<file path="src/rtl/tea_pkg.sv">
// Shared constants, codes and control types of the two-ended arena allocator.
`timescale 1ns / 1ps
`default_nettype none
package tea_pkg;

   localparam int ADDR_W  = 32;
   localparam int PTR_W   = 33;
   localparam int SIZE_W  = 25;
   localparam int ALIGN_W = 13;
   localparam int CNT_W   = 16;
   localparam int STAT_W  = 2;
   localparam int REQ_W   = 3;
   localparam int STEP_W  = 6;

   localparam logic [SIZE_W-1:0]  ARENA_MAX_BYTES = SIZE_W'(16777216);
   localparam logic [ALIGN_W-1:0] ALIGN_MAX       = ALIGN_W'(4096);
   localparam logic [STEP_W-1:0]  DIV_LAST        = STEP_W'(PTR_W - 1);

   localparam logic [REQ_W-1:0] REQ_PERSIST = 3'd0;
   localparam logic [REQ_W-1:0] REQ_TEMP    = 3'd1;
   localparam logic [REQ_W-1:0] REQ_FREE    = 3'd2;
   localparam logic [REQ_W-1:0] REQ_RESET   = 3'd3;
   localparam logic [REQ_W-1:0] REQ_RESIZE  = 3'd4;

   localparam logic [STAT_W-1:0] ST_OK    = 2'd0;
   localparam logic [STAT_W-1:0] ST_OOM   = 2'd1;
   localparam logic [STAT_W-1:0] ST_HEAD  = 2'd2;
   localparam logic [STAT_W-1:0] ST_TEMPS = 2'd3;

   localparam logic CSR_BASE = 1'b0;
   localparam logic CSR_SIZE = 1'b1;

   typedef struct packed {
      logic capture;
      logic op_start;
      logic apply;
      logic fin_start;
      logic load;
   } tea_cmd_type;

   typedef struct packed {
      logic op_div_req;
      logic op_done;
      logic fin_done;
   } tea_sts_type;

endpackage
`default_nettype wire

</file>
<file path="src/rtl/tea_if.sv">
// Request and response channel interfaces of the arena allocator.
`timescale 1ns / 1ps
`default_nettype none
interface tea_req_if;
   import tea_pkg::*;
   logic                 valid;
   logic                 ready;
   logic [REQ_W-1:0]     req_type;
   logic [SIZE_W-1:0]    alloc_size;
   logic [ALIGN_W-1:0]   align;
   logic [ADDR_W-1:0]    buffer_addr;
   modport source (output valid, req_type, alloc_size, align, buffer_addr, input ready);
   modport sink   (input valid, req_type, alloc_size, align, buffer_addr, output ready);
endinterface

interface tea_rsp_if;
   import tea_pkg::*;
   logic                 valid;
   logic                 ready;
   logic [STAT_W-1:0]    status;
   logic [ADDR_W-1:0]    result_addr;
   logic [SIZE_W-1:0]    persistent_used;
   logic [SIZE_W-1:0]    nonpersistent_used;
   logic [SIZE_W-1:0]    persistent_peak;
   logic [SIZE_W-1:0]    nonpersistent_peak;
   logic [SIZE_W-1:0]    free_bytes;
   logic signed [CNT_W-1:0] temps_outstanding;
   logic                 temps_clean;
   modport source (output valid, status, result_addr, persistent_used, nonpersistent_used,
                   persistent_peak, nonpersistent_peak, free_bytes, temps_outstanding,
                   temps_clean, input ready);
   modport sink   (input valid, status, result_addr, persistent_used, nonpersistent_used,
                   persistent_peak, nonpersistent_peak, free_bytes, temps_outstanding,
                   temps_clean, output ready);
endinterface
`default_nettype wire

</file>
<file path="src/rtl/tea_rem.sv">
// Bit-serial remainder unit: one dividend bit per cycle against the alignment.
`timescale 1ns / 1ps
`default_nettype none
module tea_rem (
   input  wire logic                       clock,
   input  wire logic                       reset,
   input  wire logic                       start,
   input  wire logic [tea_pkg::PTR_W-1:0]  dividend,
   input  wire logic [tea_pkg::ALIGN_W-1:0] divisor,
   output logic                            done,
   output logic [tea_pkg::ALIGN_W-1:0]     remainder
);
   import tea_pkg::*;

   logic                 busy_ff;
   logic                 done_ff;
   logic [STEP_W-1:0]    step_ff;
   logic [PTR_W-1:0]     dvd_ff;
   logic [ALIGN_W-1:0]   dvs_ff;
   logic [ALIGN_W-1:0]   rem_ff;
   logic [ALIGN_W:0]     trial;
   logic [ALIGN_W-1:0]   rem_in;

   always_comb begin
      trial = {rem_ff, dvd_ff[PTR_W-1]};
      if (trial >= {1'b0, dvs_ff}) begin
         rem_in = ALIGN_W'(trial - {1'b0, dvs_ff});
      end else begin
         rem_in = trial[ALIGN_W-1:0];
      end
   end

   always_ff @(posedge clock) begin
      if (reset) begin
         busy_ff <= 1'b0;
         done_ff <= 1'b0;
         step_ff <= '0;
      end else begin
         done_ff <= 1'b0;
         if (start) begin
            busy_ff <= 1'b1;
            step_ff <= '0;
         end else if (busy_ff) begin
            step_ff <= step_ff + 1'b1;
            if (step_ff == DIV_LAST) begin
               busy_ff <= 1'b0;
               done_ff <= 1'b1;
            end
         end
      end
   end

   always_ff @(posedge clock) begin
      if (start) begin
         dvd_ff <= dividend;
         dvs_ff <= divisor;
         rem_ff <= '0;
      end else if (busy_ff) begin
         dvd_ff <= {dvd_ff[PTR_W-2:0], 1'b0};
         rem_ff <= rem_in;
      end
   end

   assign done      = done_ff;
   assign remainder = rem_ff;

`ifndef NO_ASSERTIONS
   a_start_busy: assert property (@(posedge clock) disable iff (reset)
      start |=> busy_ff) else $error("remainder unit did not start");
   a_finish: assert property (@(posedge clock) disable iff (reset)
      busy_ff && !start && step_ff == DIV_LAST |=> done_ff && !busy_ff)
      else $error("remainder unit did not finish after the last step");
   a_done_idle: assert property (@(posedge clock) disable iff (reset)
      done_ff |-> !busy_ff) else $error("done raised while still busy");
`endif
endmodule
`default_nettype wire

</file>
<file path="src/rtl/tea_ctrl.sv">
// Sequencing state machine of the arena allocator.
`timescale 1ns / 1ps
`default_nettype none
module tea_ctrl (
   input  wire logic                 clock,
   input  wire logic                 reset,
   input  wire logic                 req_valid,
   output logic                      req_ready,
   output logic                      rsp_valid,
   input  wire logic                 rsp_ready,
   input  wire tea_pkg::tea_sts_type sts,
   output tea_pkg::tea_cmd_type      cmd
);
   import tea_pkg::*;

   typedef enum logic [6:0] {
      S_IDLE  = 7'b0000001,
      S_OP    = 7'b0000010,
      S_OPW   = 7'b0000100,
      S_APPLY = 7'b0001000,
      S_FIN   = 7'b0010000,
      S_FINW  = 7'b0100000,
      S_DONE  = 7'b1000000
   } state_type;

   state_type state_ff, state_in;
   logic      rsp_valid_ff;

   always_comb begin
      state_in = state_ff;
      cmd      = '0;
      case (state_ff)
         S_IDLE: begin
            if (req_valid) begin
               cmd.capture = 1'b1;
               state_in    = S_OP;
            end
         end
         S_OP: begin
            if (sts.op_div_req) begin
               cmd.op_start = 1'b1;
               state_in     = S_OPW;
            end else begin
               state_in = S_APPLY;
            end
         end
         S_OPW: begin
            if (sts.op_done) begin
               state_in = S_APPLY;
            end
         end
         S_APPLY: begin
            cmd.apply = 1'b1;
            state_in  = S_FIN;
         end
         S_FIN: begin
            cmd.fin_start = 1'b1;
            state_in      = S_FINW;
         end
         S_FINW: begin
            if (sts.fin_done) begin
               state_in = S_DONE;
            end
         end
         S_DONE: begin
            if (!rsp_valid_ff || rsp_ready) begin
               cmd.load = 1'b1;
               state_in = S_IDLE;
            end
         end
         default: state_in = S_IDLE;
      endcase
   end

   always_ff @(posedge clock) begin
      if (reset) begin
         state_ff     <= S_IDLE;
         rsp_valid_ff <= 1'b0;
      end else begin
         state_ff <= state_in;
         if (cmd.load) begin
            rsp_valid_ff <= 1'b1;
         end else if (rsp_ready) begin
            rsp_valid_ff <= 1'b0;
         end
      end
   end

   assign req_ready = (state_ff == S_IDLE);
   assign rsp_valid = rsp_valid_ff;

`ifndef NO_ASSERTIONS
   a_load_valid: assert property (@(posedge clock) disable iff (reset)
      cmd.load |=> rsp_valid_ff) else $error("loaded response not presented");
   a_apply_once: assert property (@(posedge clock) disable iff (reset)
      cmd.apply |=> !cmd.apply && cmd.fin_start) else $error("apply not followed by final phase");
   a_capture_busy: assert property (@(posedge clock) disable iff (reset)
      cmd.capture |=> !req_ready) else $error("accepted a request while busy");
`endif
endmodule
`default_nettype wire

</file>
<file path="src/rtl/tea_datapath.sv">
// Arena pointers, temp tracking, alignment remainders and response registers.
`timescale 1ns / 1ps
`default_nettype none
module tea_datapath (
   input  wire logic                          clock,
   input  wire logic                          reset,
   input  wire tea_pkg::tea_cmd_type          cmd,
   output tea_pkg::tea_sts_type               sts,
   input  wire logic                          csr_we,
   input  wire logic                          csr_index,
   input  wire logic [tea_pkg::ADDR_W-1:0]    csr_wdata,
   input  wire logic [tea_pkg::REQ_W-1:0]     req_type,
   input  wire logic [tea_pkg::SIZE_W-1:0]    alloc_size,
   input  wire logic [tea_pkg::ALIGN_W-1:0]   align,
   input  wire logic [tea_pkg::ADDR_W-1:0]    buffer_addr,
   output logic [tea_pkg::STAT_W-1:0]         status,
   output logic [tea_pkg::ADDR_W-1:0]         result_addr,
   output logic [tea_pkg::SIZE_W-1:0]         persistent_used,
   output logic [tea_pkg::SIZE_W-1:0]         nonpersistent_used,
   output logic [tea_pkg::SIZE_W-1:0]         persistent_peak,
   output logic [tea_pkg::SIZE_W-1:0]         nonpersistent_peak,
   output logic [tea_pkg::SIZE_W-1:0]         free_bytes,
   output logic signed [tea_pkg::CNT_W-1:0]   temps_outstanding,
   output logic                               temps_clean
);
   import tea_pkg::*;

   function automatic logic [PTR_W-1:0] sat_size(input logic [SIZE_W-1:0] s);
      return (s > ARENA_MAX_BYTES) ? PTR_W'(ARENA_MAX_BYTES) : PTR_W'(s);
   endfunction

   function automatic logic [PTR_W-1:0] max_ptr(input logic [PTR_W-1:0] x,
                                                input logic [PTR_W-1:0] y);
      return (x > y) ? x : y;
   endfunction

   // Captured request
   logic [REQ_W-1:0]   type_ff;
   logic [SIZE_W-1:0]  size_ff;
   logic [ALIGN_W-1:0] align_ff;
   logic [ADDR_W-1:0]  baddr_ff;
   // Configuration and arena state
   logic [ADDR_W-1:0]  base_ff;
   logic [SIZE_W-1:0]  asize_ff;
   logic [PTR_W-1:0]   head_ff, temp_ff, tail_ff, hpeak_ff, tpeak_ff, tlow_ff;
   logic [CNT_W-1:0]   tcount_ff;
   logic [ADDR_W-1:0]  txor_ff;
   logic [STAT_W-1:0]  stat_ff;
   logic [ADDR_W-1:0]  addr_ff;
   // Response registers
   logic [STAT_W-1:0]  o_stat_ff;
   logic [ADDR_W-1:0]  o_addr_ff;
   logic [SIZE_W-1:0]  o_pused_ff, o_npused_ff, o_ppeak_ff, o_nppeak_ff, o_free_ff;
   logic [CNT_W-1:0]   o_count_ff;
   logic               o_clean_ff;

   logic [ALIGN_W-1:0] align_eff;
   logic [ADDR_W-1:0]  cfg_base;
   logic [SIZE_W-1:0]  cfg_size;
   logic [PTR_W-1:0]   cfg_end, end_w, base_w, size_w;
   logic [PTR_W-1:0]   op_dvd, op_down, op_up, op_new, dvd_a;
   logic               op_fail;
   logic [ALIGN_W-1:0] rem_a, rem_b;
   logic               done_a, done_b;
   logic [PTR_W-1:0]   fin_up, fin_down, free_w, np_w, npp_w;

   always_comb begin
      if (align == '0) begin
         align_eff = ALIGN_W'(1);
      end else if (align > ALIGN_MAX) begin
         align_eff = ALIGN_MAX;
      end else begin
         align_eff = align;
      end
   end

   assign cfg_base = (csr_index == CSR_BASE) ? csr_wdata : base_ff;
   assign cfg_size = (csr_index == CSR_SIZE) ? csr_wdata[SIZE_W-1:0] : asize_ff;
   assign cfg_end  = {1'b0, cfg_base} + sat_size(cfg_size);
   assign base_w   = {1'b0, base_ff};
   assign end_w    = base_w + sat_size(asize_ff);
   assign size_w   = PTR_W'(size_ff);

   // First remainder: the address that the request itself rounds.
   always_comb begin
      case (type_ff)
         REQ_PERSIST: op_dvd = tail_ff - size_w;
         REQ_TEMP:    op_dvd = temp_ff;
         default:     op_dvd = base_w;
      endcase
   end

   assign sts.op_div_req = ((type_ff == REQ_PERSIST) && (size_w <= tail_ff)) ||
                           (type_ff == REQ_TEMP) || (type_ff == REQ_RESIZE);
   assign sts.op_done    = done_a;
   assign sts.fin_done   = done_a & done_b;

   assign op_down = op_dvd - PTR_W'(rem_a);
   assign op_up   = (rem_a == '0) ? op_dvd : op_down + PTR_W'(align_ff);
   assign op_new  = op_up + size_w;
   assign op_fail = (op_up > tail_ff) || ((tail_ff - op_up) < size_w);

   assign dvd_a = cmd.fin_start ? temp_ff : op_dvd;

   tea_rem u_rem_a (
      .clock     (clock),
      .reset     (reset),
      .start     (cmd.op_start | cmd.fin_start),
      .dividend  (dvd_a),
      .divisor   (align_ff),
      .done      (done_a),
      .remainder (rem_a)
   );

   tea_rem u_rem_b (
      .clock     (clock),
      .reset     (reset),
      .start     (cmd.fin_start),
      .dividend  (tail_ff),
      .divisor   (align_ff),
      .done      (done_b),
      .remainder (rem_b)
   );

   // Free space between the aligned temp pointer and the aligned tail.
   assign fin_down = tail_ff - PTR_W'(rem_b);
   assign fin_up   = (rem_a == '0) ? temp_ff : temp_ff - PTR_W'(rem_a) + PTR_W'(align_ff);
   assign free_w   = (fin_down > fin_up) ? fin_down - fin_up : '0;
   assign np_w     = max_ptr(head_ff, temp_ff) - base_w;
   assign npp_w    = max_ptr(hpeak_ff, tpeak_ff) - base_w;

   always_ff @(posedge clock) begin
      if (cmd.capture) begin
         type_ff  <= req_type;
         size_ff  <= alloc_size;
         align_ff <= align_eff;
         baddr_ff <= buffer_addr;
      end
      if (cmd.load) begin
         o_stat_ff   <= stat_ff;
         o_addr_ff   <= addr_ff;
         o_pused_ff  <= SIZE_W'(end_w - tail_ff);
         o_npused_ff <= np_w[SIZE_W-1:0];
         o_ppeak_ff  <= SIZE_W'(end_w - tlow_ff);
         o_nppeak_ff <= npp_w[SIZE_W-1:0];
         o_free_ff   <= free_w[SIZE_W-1:0];
         o_count_ff  <= tcount_ff;
         o_clean_ff  <= (tcount_ff == '0) && (txor_ff == '0);
      end
   end

   always_ff @(posedge clock) begin
      if (reset) begin
         base_ff   <= '0;
         asize_ff  <= ARENA_MAX_BYTES;
         head_ff   <= '0;
         temp_ff   <= '0;
         hpeak_ff  <= '0;
         tpeak_ff  <= '0;
         tail_ff   <= PTR_W'(ARENA_MAX_BYTES);
         tlow_ff   <= PTR_W'(ARENA_MAX_BYTES);
         tcount_ff <= '0;
         txor_ff   <= '0;
      end else if (csr_we) begin
         base_ff   <= cfg_base;
         asize_ff  <= cfg_size;
         head_ff   <= {1'b0, cfg_base};
         temp_ff   <= {1'b0, cfg_base};
         hpeak_ff  <= {1'b0, cfg_base};
         tpeak_ff  <= {1'b0, cfg_base};
         tail_ff   <= cfg_end;
         tlow_ff   <= cfg_end;
         tcount_ff <= '0;
         txor_ff   <= '0;
      end else if (cmd.apply) begin
         stat_ff <= ST_OK;
         addr_ff <= '0;
         case (type_ff)
            REQ_PERSIST: begin
               if (!sts.op_div_req || (op_down < head_ff)) begin
                  stat_ff <= ST_OOM;
               end else begin
                  tail_ff <= op_down;
                  if (op_down < tlow_ff) begin
                     tlow_ff <= op_down;
                  end
                  addr_ff <= op_down[ADDR_W-1:0];
               end
            end
            REQ_TEMP: begin
               if (op_fail) begin
                  stat_ff <= ST_OOM;
               end else begin
                  temp_ff   <= op_new;
                  tpeak_ff  <= max_ptr(tpeak_ff, op_new);
                  txor_ff   <= txor_ff ^ op_up[ADDR_W-1:0];
                  tcount_ff <= tcount_ff + 1'b1;
                  addr_ff   <= op_up[ADDR_W-1:0];
               end
            end
            REQ_FREE: begin
               txor_ff   <= txor_ff ^ baddr_ff;
               tcount_ff <= tcount_ff - 1'b1;
            end
            REQ_RESET: begin
               if ((tcount_ff != '0) || (txor_ff != '0)) begin
                  stat_ff <= ST_TEMPS;
               end else begin
                  temp_ff  <= head_ff;
                  tpeak_ff <= max_ptr(tpeak_ff, head_ff);
               end
            end
            REQ_RESIZE: begin
               if ((head_ff != temp_ff) || (baddr_ff != op_up[ADDR_W-1:0])) begin
                  stat_ff <= ST_HEAD;
               end else if (op_fail) begin
                  stat_ff <= ST_OOM;
               end else begin
                  head_ff  <= op_new;
                  hpeak_ff <= max_ptr(hpeak_ff, op_new);
                  temp_ff  <= op_new;
                  tpeak_ff <= max_ptr(tpeak_ff, op_new);
                  addr_ff  <= op_up[ADDR_W-1:0];
               end
            end
            default: begin
            end
         endcase
      end
   end

   assign status             = o_stat_ff;
   assign result_addr        = o_addr_ff;
   assign persistent_used    = o_pused_ff;
   assign nonpersistent_used = o_npused_ff;
   assign persistent_peak    = o_ppeak_ff;
   assign nonpersistent_peak = o_nppeak_ff;
   assign free_bytes         = o_free_ff;
   assign temps_outstanding  = o_count_ff;
   assign temps_clean        = o_clean_ff;

`ifndef NO_ASSERTIONS
   a_tail_above_head: assert property (@(posedge clock) disable iff (reset)
      cmd.load |-> (tail_ff >= head_ff)) else $error("tail pointer fell below head");
   a_low_mark: assert property (@(posedge clock) disable iff (reset)
      cmd.load |-> (tlow_ff <= tail_ff)) else $error("lowest tail above current tail");
   a_rem_range: assert property (@(posedge clock) disable iff (reset)
      done_a |-> (rem_a < align_ff)) else $error("remainder not below alignment");
`endif
endmodule
`default_nettype wire

</file>
<file path="src/rtl/two_ended_arena_allocator_core.sv">
// Top level of the two-ended arena allocator: controller, datapath and channel wiring.
//
// One arena is managed: persistent buffers are taken downward from the top, the
// resizable head buffer and stacked temporary buffers grow upward from the base.
// Requests arrive on req_chan (valid/ready); each request produces exactly one
// response on rsp_chan carrying status, address, usage, peaks and free space.
// arena_base (index 0) and arena_size (index 1) are written on the csr_ port;
// a write re-initializes every pointer, peak and temp counter.
// Temp and resize requests, and persistent requests that fit below the tail
// address, take one alignment rounding more than the others between acceptance
// and response. Each alignment rounding runs 33 steps in a bit-serial
// remainder unit; the final free-space figure needs two roundings, done in
// parallel by two units.
// Throughput is one request at a time; the next request is accepted as soon as
// the response of the previous one has been loaded into the output register,
// even while that response still waits for rsp ready.
// If the receiver stalls, a finished response waits inside the block until the
// output register is free. Reset (synchronous) restores base 0 and a 16 MiB arena.
`timescale 1ns / 1ps
`default_nettype none
module two_ended_arena_allocator_core (
   input  wire logic                       clock,
   input  wire logic                       reset,
   tea_req_if.sink                         req_chan,
   tea_rsp_if.source                       rsp_chan,
   input  wire logic                       csr_we,
   input  wire logic                       csr_index,
   input  wire logic [tea_pkg::ADDR_W-1:0] csr_wdata
);
   import tea_pkg::*;

   tea_cmd_type cmd;
   tea_sts_type sts;

   tea_ctrl u_ctrl (
      .clock     (clock),
      .reset     (reset),
      .req_valid (req_chan.valid),
      .req_ready (req_chan.ready),
      .rsp_valid (rsp_chan.valid),
      .rsp_ready (rsp_chan.ready),
      .sts       (sts),
      .cmd       (cmd)
   );

   tea_datapath u_datapath (
      .clock              (clock),
      .reset              (reset),
      .cmd                (cmd),
      .sts                (sts),
      .csr_we             (csr_we),
      .csr_index          (csr_index),
      .csr_wdata          (csr_wdata),
      .req_type           (req_chan.req_type),
      .alloc_size         (req_chan.alloc_size),
      .align              (req_chan.align),
      .buffer_addr        (req_chan.buffer_addr),
      .status             (rsp_chan.status),
      .result_addr        (rsp_chan.result_addr),
      .persistent_used    (rsp_chan.persistent_used),
      .nonpersistent_used (rsp_chan.nonpersistent_used),
      .persistent_peak    (rsp_chan.persistent_peak),
      .nonpersistent_peak (rsp_chan.nonpersistent_peak),
      .free_bytes         (rsp_chan.free_bytes),
      .temps_outstanding  (rsp_chan.temps_outstanding),
      .temps_clean        (rsp_chan.temps_clean)
   );

endmodule
`default_nettype wire
</file>
<file path="src/flat_wrapper.sv">
// flat-port wrapper written by rule: the top's interface ports become plain ports
module two_ended_arena_allocator_core_flat import tea_pkg::*;
  (clock, reset, csr_we, csr_index, csr_wdata, req_chan_valid, req_chan_req_type, req_chan_alloc_size, req_chan_align, req_chan_buffer_addr, req_chan_ready, rsp_chan_valid, rsp_chan_status, rsp_chan_result_addr, rsp_chan_persistent_used, rsp_chan_nonpersistent_used, rsp_chan_persistent_peak, rsp_chan_nonpersistent_peak, rsp_chan_free_bytes, rsp_chan_temps_outstanding, rsp_chan_temps_clean, rsp_chan_ready);
  tea_req_if req_chan_i ();
  tea_rsp_if rsp_chan_i ();
  input  wire logic clock;
  input  wire logic reset;
  input  wire logic csr_we;
  input  wire logic csr_index;
  input  wire logic [tea_pkg::ADDR_W-1:0] csr_wdata;
  input wire logic [$bits(req_chan_i.valid)-1:0] req_chan_valid;
  input wire logic [$bits(req_chan_i.req_type)-1:0] req_chan_req_type;
  input wire logic [$bits(req_chan_i.alloc_size)-1:0] req_chan_alloc_size;
  input wire logic [$bits(req_chan_i.align)-1:0] req_chan_align;
  input wire logic [$bits(req_chan_i.buffer_addr)-1:0] req_chan_buffer_addr;
  output wire logic [$bits(req_chan_i.ready)-1:0] req_chan_ready;
  output wire logic [$bits(rsp_chan_i.valid)-1:0] rsp_chan_valid;
  output wire logic [$bits(rsp_chan_i.status)-1:0] rsp_chan_status;
  output wire logic [$bits(rsp_chan_i.result_addr)-1:0] rsp_chan_result_addr;
  output wire logic [$bits(rsp_chan_i.persistent_used)-1:0] rsp_chan_persistent_used;
  output wire logic [$bits(rsp_chan_i.nonpersistent_used)-1:0] rsp_chan_nonpersistent_used;
  output wire logic [$bits(rsp_chan_i.persistent_peak)-1:0] rsp_chan_persistent_peak;
  output wire logic [$bits(rsp_chan_i.nonpersistent_peak)-1:0] rsp_chan_nonpersistent_peak;
  output wire logic [$bits(rsp_chan_i.free_bytes)-1:0] rsp_chan_free_bytes;
  output wire logic [$bits(rsp_chan_i.temps_outstanding)-1:0] rsp_chan_temps_outstanding;
  output wire logic [$bits(rsp_chan_i.temps_clean)-1:0] rsp_chan_temps_clean;
  input wire logic [$bits(rsp_chan_i.ready)-1:0] rsp_chan_ready;
  assign req_chan_i.valid = req_chan_valid;
  assign req_chan_i.req_type = req_chan_req_type;
  assign req_chan_i.alloc_size = req_chan_alloc_size;
  assign req_chan_i.align = req_chan_align;
  assign req_chan_i.buffer_addr = req_chan_buffer_addr;
  assign req_chan_ready = req_chan_i.ready;
  assign rsp_chan_valid = rsp_chan_i.valid;
  assign rsp_chan_status = rsp_chan_i.status;
  assign rsp_chan_result_addr = rsp_chan_i.result_addr;
  assign rsp_chan_persistent_used = rsp_chan_i.persistent_used;
  assign rsp_chan_nonpersistent_used = rsp_chan_i.nonpersistent_used;
  assign rsp_chan_persistent_peak = rsp_chan_i.persistent_peak;
  assign rsp_chan_nonpersistent_peak = rsp_chan_i.nonpersistent_peak;
  assign rsp_chan_free_bytes = rsp_chan_i.free_bytes;
  assign rsp_chan_temps_outstanding = rsp_chan_i.temps_outstanding;
  assign rsp_chan_temps_clean = rsp_chan_i.temps_clean;
  assign rsp_chan_i.ready = rsp_chan_ready;
  two_ended_arena_allocator_core u_core (.clock(clock), .reset(reset), .req_chan(req_chan_i), .rsp_chan(rsp_chan_i), .csr_we(csr_we), .csr_index(csr_index), .csr_wdata(csr_wdata));
endmodule
</file>
<file path="config.mk">
export PLATFORM = sky130hd
export DESIGN_NAME = two_ended_arena_allocator_core_flat
export DESIGN_NICKNAME = d
export VERILOG_FILES = /design/src/rtl/tea_pkg.sv /design/src/rtl/tea_if.sv /design/src/rtl/tea_rem.sv /design/src/rtl/tea_ctrl.sv /design/src/rtl/tea_datapath.sv /design/src/rtl/two_ended_arena_allocator_core.sv /design/src/flat_wrapper.sv
export SDC_FILE = /design/constraint.sdc
export NUM_CORES = 2
export LEC_CHECK = 0
export ABC_AREA = 1
export BUFFER_PORTS_ARGS = -buffer_cell sky130_fd_sc_hd__buf_2
export CORE_MARGIN = 4
export CORE_UTILIZATION = 60
export CTS_BUF_LIST = sky130_fd_sc_hd__clkbuf_4 sky130_fd_sc_hd__clkbuf_8
export CTS_CLUSTER_DIAMETER = 100
export DETAILED_ROUTE_END_ITERATION = 6
export PLACE_DENSITY = 0.86
export SETUP_SLACK_MARGIN = 0.15
export SYNTH_ARGS = -nofsm -noshare
export SYNTH_HDL_FRONTEND = slang
export SYNTH_SLANG_ARGS = --single-unit
</file>
<file path="constraint.sdc">
create_clock -name clock -period 26.5 [get_ports clock]
set_input_delay 2.65 -clock clock [delete_from_list [all_inputs] [get_ports clock]]
set_output_delay 2.65 -clock clock [all_outputs]
set_load 0.02 [all_outputs]
</file>
==> parameters.txt <==
Parameter                              Value

Cells and area
  Area overhead of the layout relative to synthesis    10.0%
  Summed area of non-filler cells in the final layout    60000 µm²
  Number of fill cells    7617
  Most common cell after layout, fill and taps aside    nand2_1
  Number of nets in the layout    8124
  Fraction of final layout cells sized beyond drive strength 1    0.105
  Commonest non-fill, non-tap cells in the layout    nand2_1, inv_1, a21oi_1

GRT
  Leftover overflow at the end of global routing    0
  Number of antenna violations at the first check in global routing    12
  Global-route wire length before repair    326 mm
  Global-route usage over all layers    0.460
  Maximum number of pins on one net before global-route repair    72
  Via count of the first global-routing pass    50500

Place
  Detailed-placement wirelength estimate    180 mm
  Pre-CTS worst setup slack    15.12 ns
  Placed cell area    57200 µm²
  Count of input and output buffers    288
  Final estimated routing congestion in global placement    1.08

Floorplanning
  Die width    310 µm
  Starting Density    0.605
  Core ar.    90100 µm²
  DIE AREA    95800 µm²
  Number of placement rows    110
  Io pins    289
  Die height    310 µm

Yosys
  Number of warnings printed during yosys synthesis    0
  Share of Yosys cell area claimed by the top area cell type    0.206
  Number of flip-flops and latches in the synthesized netlist    728
  Number of enable flip-flop cells after synthesis    375
  Syn avg cell area    7.71 µm²
  Primary FF master, synth    edfxtp_1
  Cell types with the largest area share after synthesis    edfxtp_1, ha_1, dfxtp_1
  Share of the yosys chip area belonging to registers    0.336
  Net count after synthesis    7842
  Synthesized instance count    7073
  Synth Cell Area    54600 µm²
  Library cell with the largest summed area after synthesis    edfxtp_1
  Fraction of registers with async set/reset    0
  Number of distinct standard cells referenced by the synthesized netlist    72

STA
  Setup_tns    0 ns
  Min Clock Period, post-route    11.88 ns
  Count of final max-slew check failures    12
  Actual slew at the worst max-slew pin    1.52 ns
  Post-Route Hold Slack    0.420 ns
  Worst clock skew on the final layout    0.0349 ns
  Setup slack of the critical path after layout    14.62 ns
  Fin crit share    0.448
  Final Hold Fails    0
  Maximum clock rate    0.0842 GHz
  Worst slew margin    -0.0160
  Number of endpoints failing setup at the final stage    0
  Setup repair after global routing missed its margin    no

Setup path
  Setup crit start kind    flip-flop
  Max Fanout on Critical Path    34
  Critical path depth in cells    52
  Endpoint of the most critical register-to-register path    u_core.u_datapath.tpeak_ff[0]
  Crit path max-delay family    compound AO/OA/AOI/OAI gates
  Setup crit start    u_core.u_datapath.type_ff[2]
  Delay of the slowest cell on the worst path    0.60 ns
  Req. time, crit path    27.24 ns
  Logic depth of the worst register-to-register path    52
  Slowest-stage cell, CP    xor2_1
  Last element of the critical path    u_core.u_datapath.tpeak_ff[0]
  Buf/Inv on CP    9
  Critical path's most frequent cell    nand2_1
  Worst setup EP type    flip-flop
  Reg2reg start    u_core.u_datapath.type_ff[2]
  Setup slack of the most critical reg-to-reg path    14.62 ns
  Start-to-end type of the worst setup path    reg2reg
  Data arrival time of the critical path    12.62 ns

Clocking
  Post-cts resize count    0
  Clk Latency, worst-skew pair    0.88 ns
  Number of levels the H-tree was split into    4
  Post-CTS setup repair buffer count    0
  CTS tree    done
  Hold-fix buffers, CTS    0
  Clock-pin slew on the worst setup and hold paths    0.07 ns
  Number of buffers on the longest clock path    3
  Clock buffers created by TritonCTS    132
  TritonCTS sink count    728
  Clock tree root driver cell    clkbuf_8

Drt
  WL final    226 mm
  First-pass iteration count of the detailed router    7
  Via count of the routed design    54600
  DRC    1
  Detailed-route wire length per cell    26.2 µm
  Vias per inst    6.32
  First DRT Iteration DRCs    7774
  Count of antenna-violating nets left after detailed routing    0

Job
  Max-capacitance violation count    1

Outcome
  Outcome    complete, but fails checks
  Failing checks    DRC, capacitance limit, slew limit

Worst hold path
  Worst hold stages    0
  Worst hold path class    reg2reg
[Yosys cell counts (all sizes together), types with 3 or more instances]
library cell	n
a2111oi	5
nand4	89
nor3	51
nor2	640
dfxtp	353
o221ai	15
buf	55
nand3	279
o2111ai	4
o211ai	42
clkbuf	153
nand2	1176
and2	8
fa	29
nor4	39
inv	976
nand3b	12
or4	3
a211oi	45
xor2	248
or2	27
o21ai	675
o22ai	125
xnor2	98
a31o	3
a22oi	9
edfxtp	375
a21o	23
ha	629
a22o	5
a21oi	756
a31oi	13
a221oi	21
clkinv	4
nor3b	4
o41ai	3
o31ai	12
o21a	12
o21bai	34
a21boi	10
[cell type report]
class | count | area (µm²) | share of cell area
Antenna cell | 10 | 25.0 | 0.000417
Clock buffer | 195 | 2450 | 0.0409
Clock inverter | 45 | 335 | 0.00559
Inverter | 980 | 3690 | 0.0614
Multi-Input combinational cell | 5157 | 31800 | 0.529
Sequential cell | 728 | 18300 | 0.305
Tap cell | 1176 | 1470 | 0.0245
Timing Repair Buffer | 356 | 1960 | 0.0326
[worst min-delay path by stage]
stage                                        from                                 to  slack (ns)
floorplan            u_core.u_datapath.addr_ff[0]   u_core.u_datapath.result_addr[0]        0.40
global placement    u_core.u_datapath.addr_ff[13]  u_core.u_datapath.result_addr[13]        0.40
detailed placement  u_core.u_datapath.addr_ff[26]  u_core.u_datapath.result_addr[26]        0.40
CTS                 u_core.u_datapath.addr_ff[14]  u_core.u_datapath.result_addr[14]        0.42
global route         u_core.u_datapath.addr_ff[2]   u_core.u_datapath.result_addr[2]        0.42
finish               u_core.u_datapath.addr_ff[5]   u_core.u_datapath.result_addr[5]        0.42
[registers in the layout, indices dropped and copies added (netlist names), 32 cells and up]
signal,flops
u_core.u_datapath.baddr_ff,32
u_core.u_datapath.head_ff,33
u_core.u_datapath.hpeak_ff,33
u_core.u_datapath.tail_ff,33
u_core.u_datapath.addr_ff,32
u_core.u_datapath.tlow_ff,33
u_core.u_datapath.result_addr,32
u_core.u_datapath.u_rem_b.dvd_ff,33
u_core.u_datapath.temp_ff,33
u_core.u_datapath.tpeak_ff,33
u_core.u_datapath.base_ff,32
u_core.u_datapath.txor_ff,32
u_core.u_datapath.u_rem_a.dvd_ff,33
[cells by family after synthesis]
logic type | count (synthesis) | synth area share
compound gates | 1820 | 0.184
flops | 728 | 0.336
fa+ha+maj | 658 | 0.155
buf+inv | 1188 | 0.0836
xor+xnor | 346 | 0.0569
simple gates | 2333 | 0.185
[per-layer routing]
metal,wire length [µm],track usage
met3,25900,0.106
met2,94000,0.682
met5,47,0
met1,86700,0.593
met4,19600,0.326
[through the flow]
step,std cells,utilization
final,8647,0.666
after floorplan,7073,-
after CTS,8637,0.666
after global routing,8639,0.666
after global placement,8397,0.635
after detailed placement,8397,0.635
Power is not shown: default switching activity piles up to over one toggle a cycle in this logic, so the estimate is an artifact.
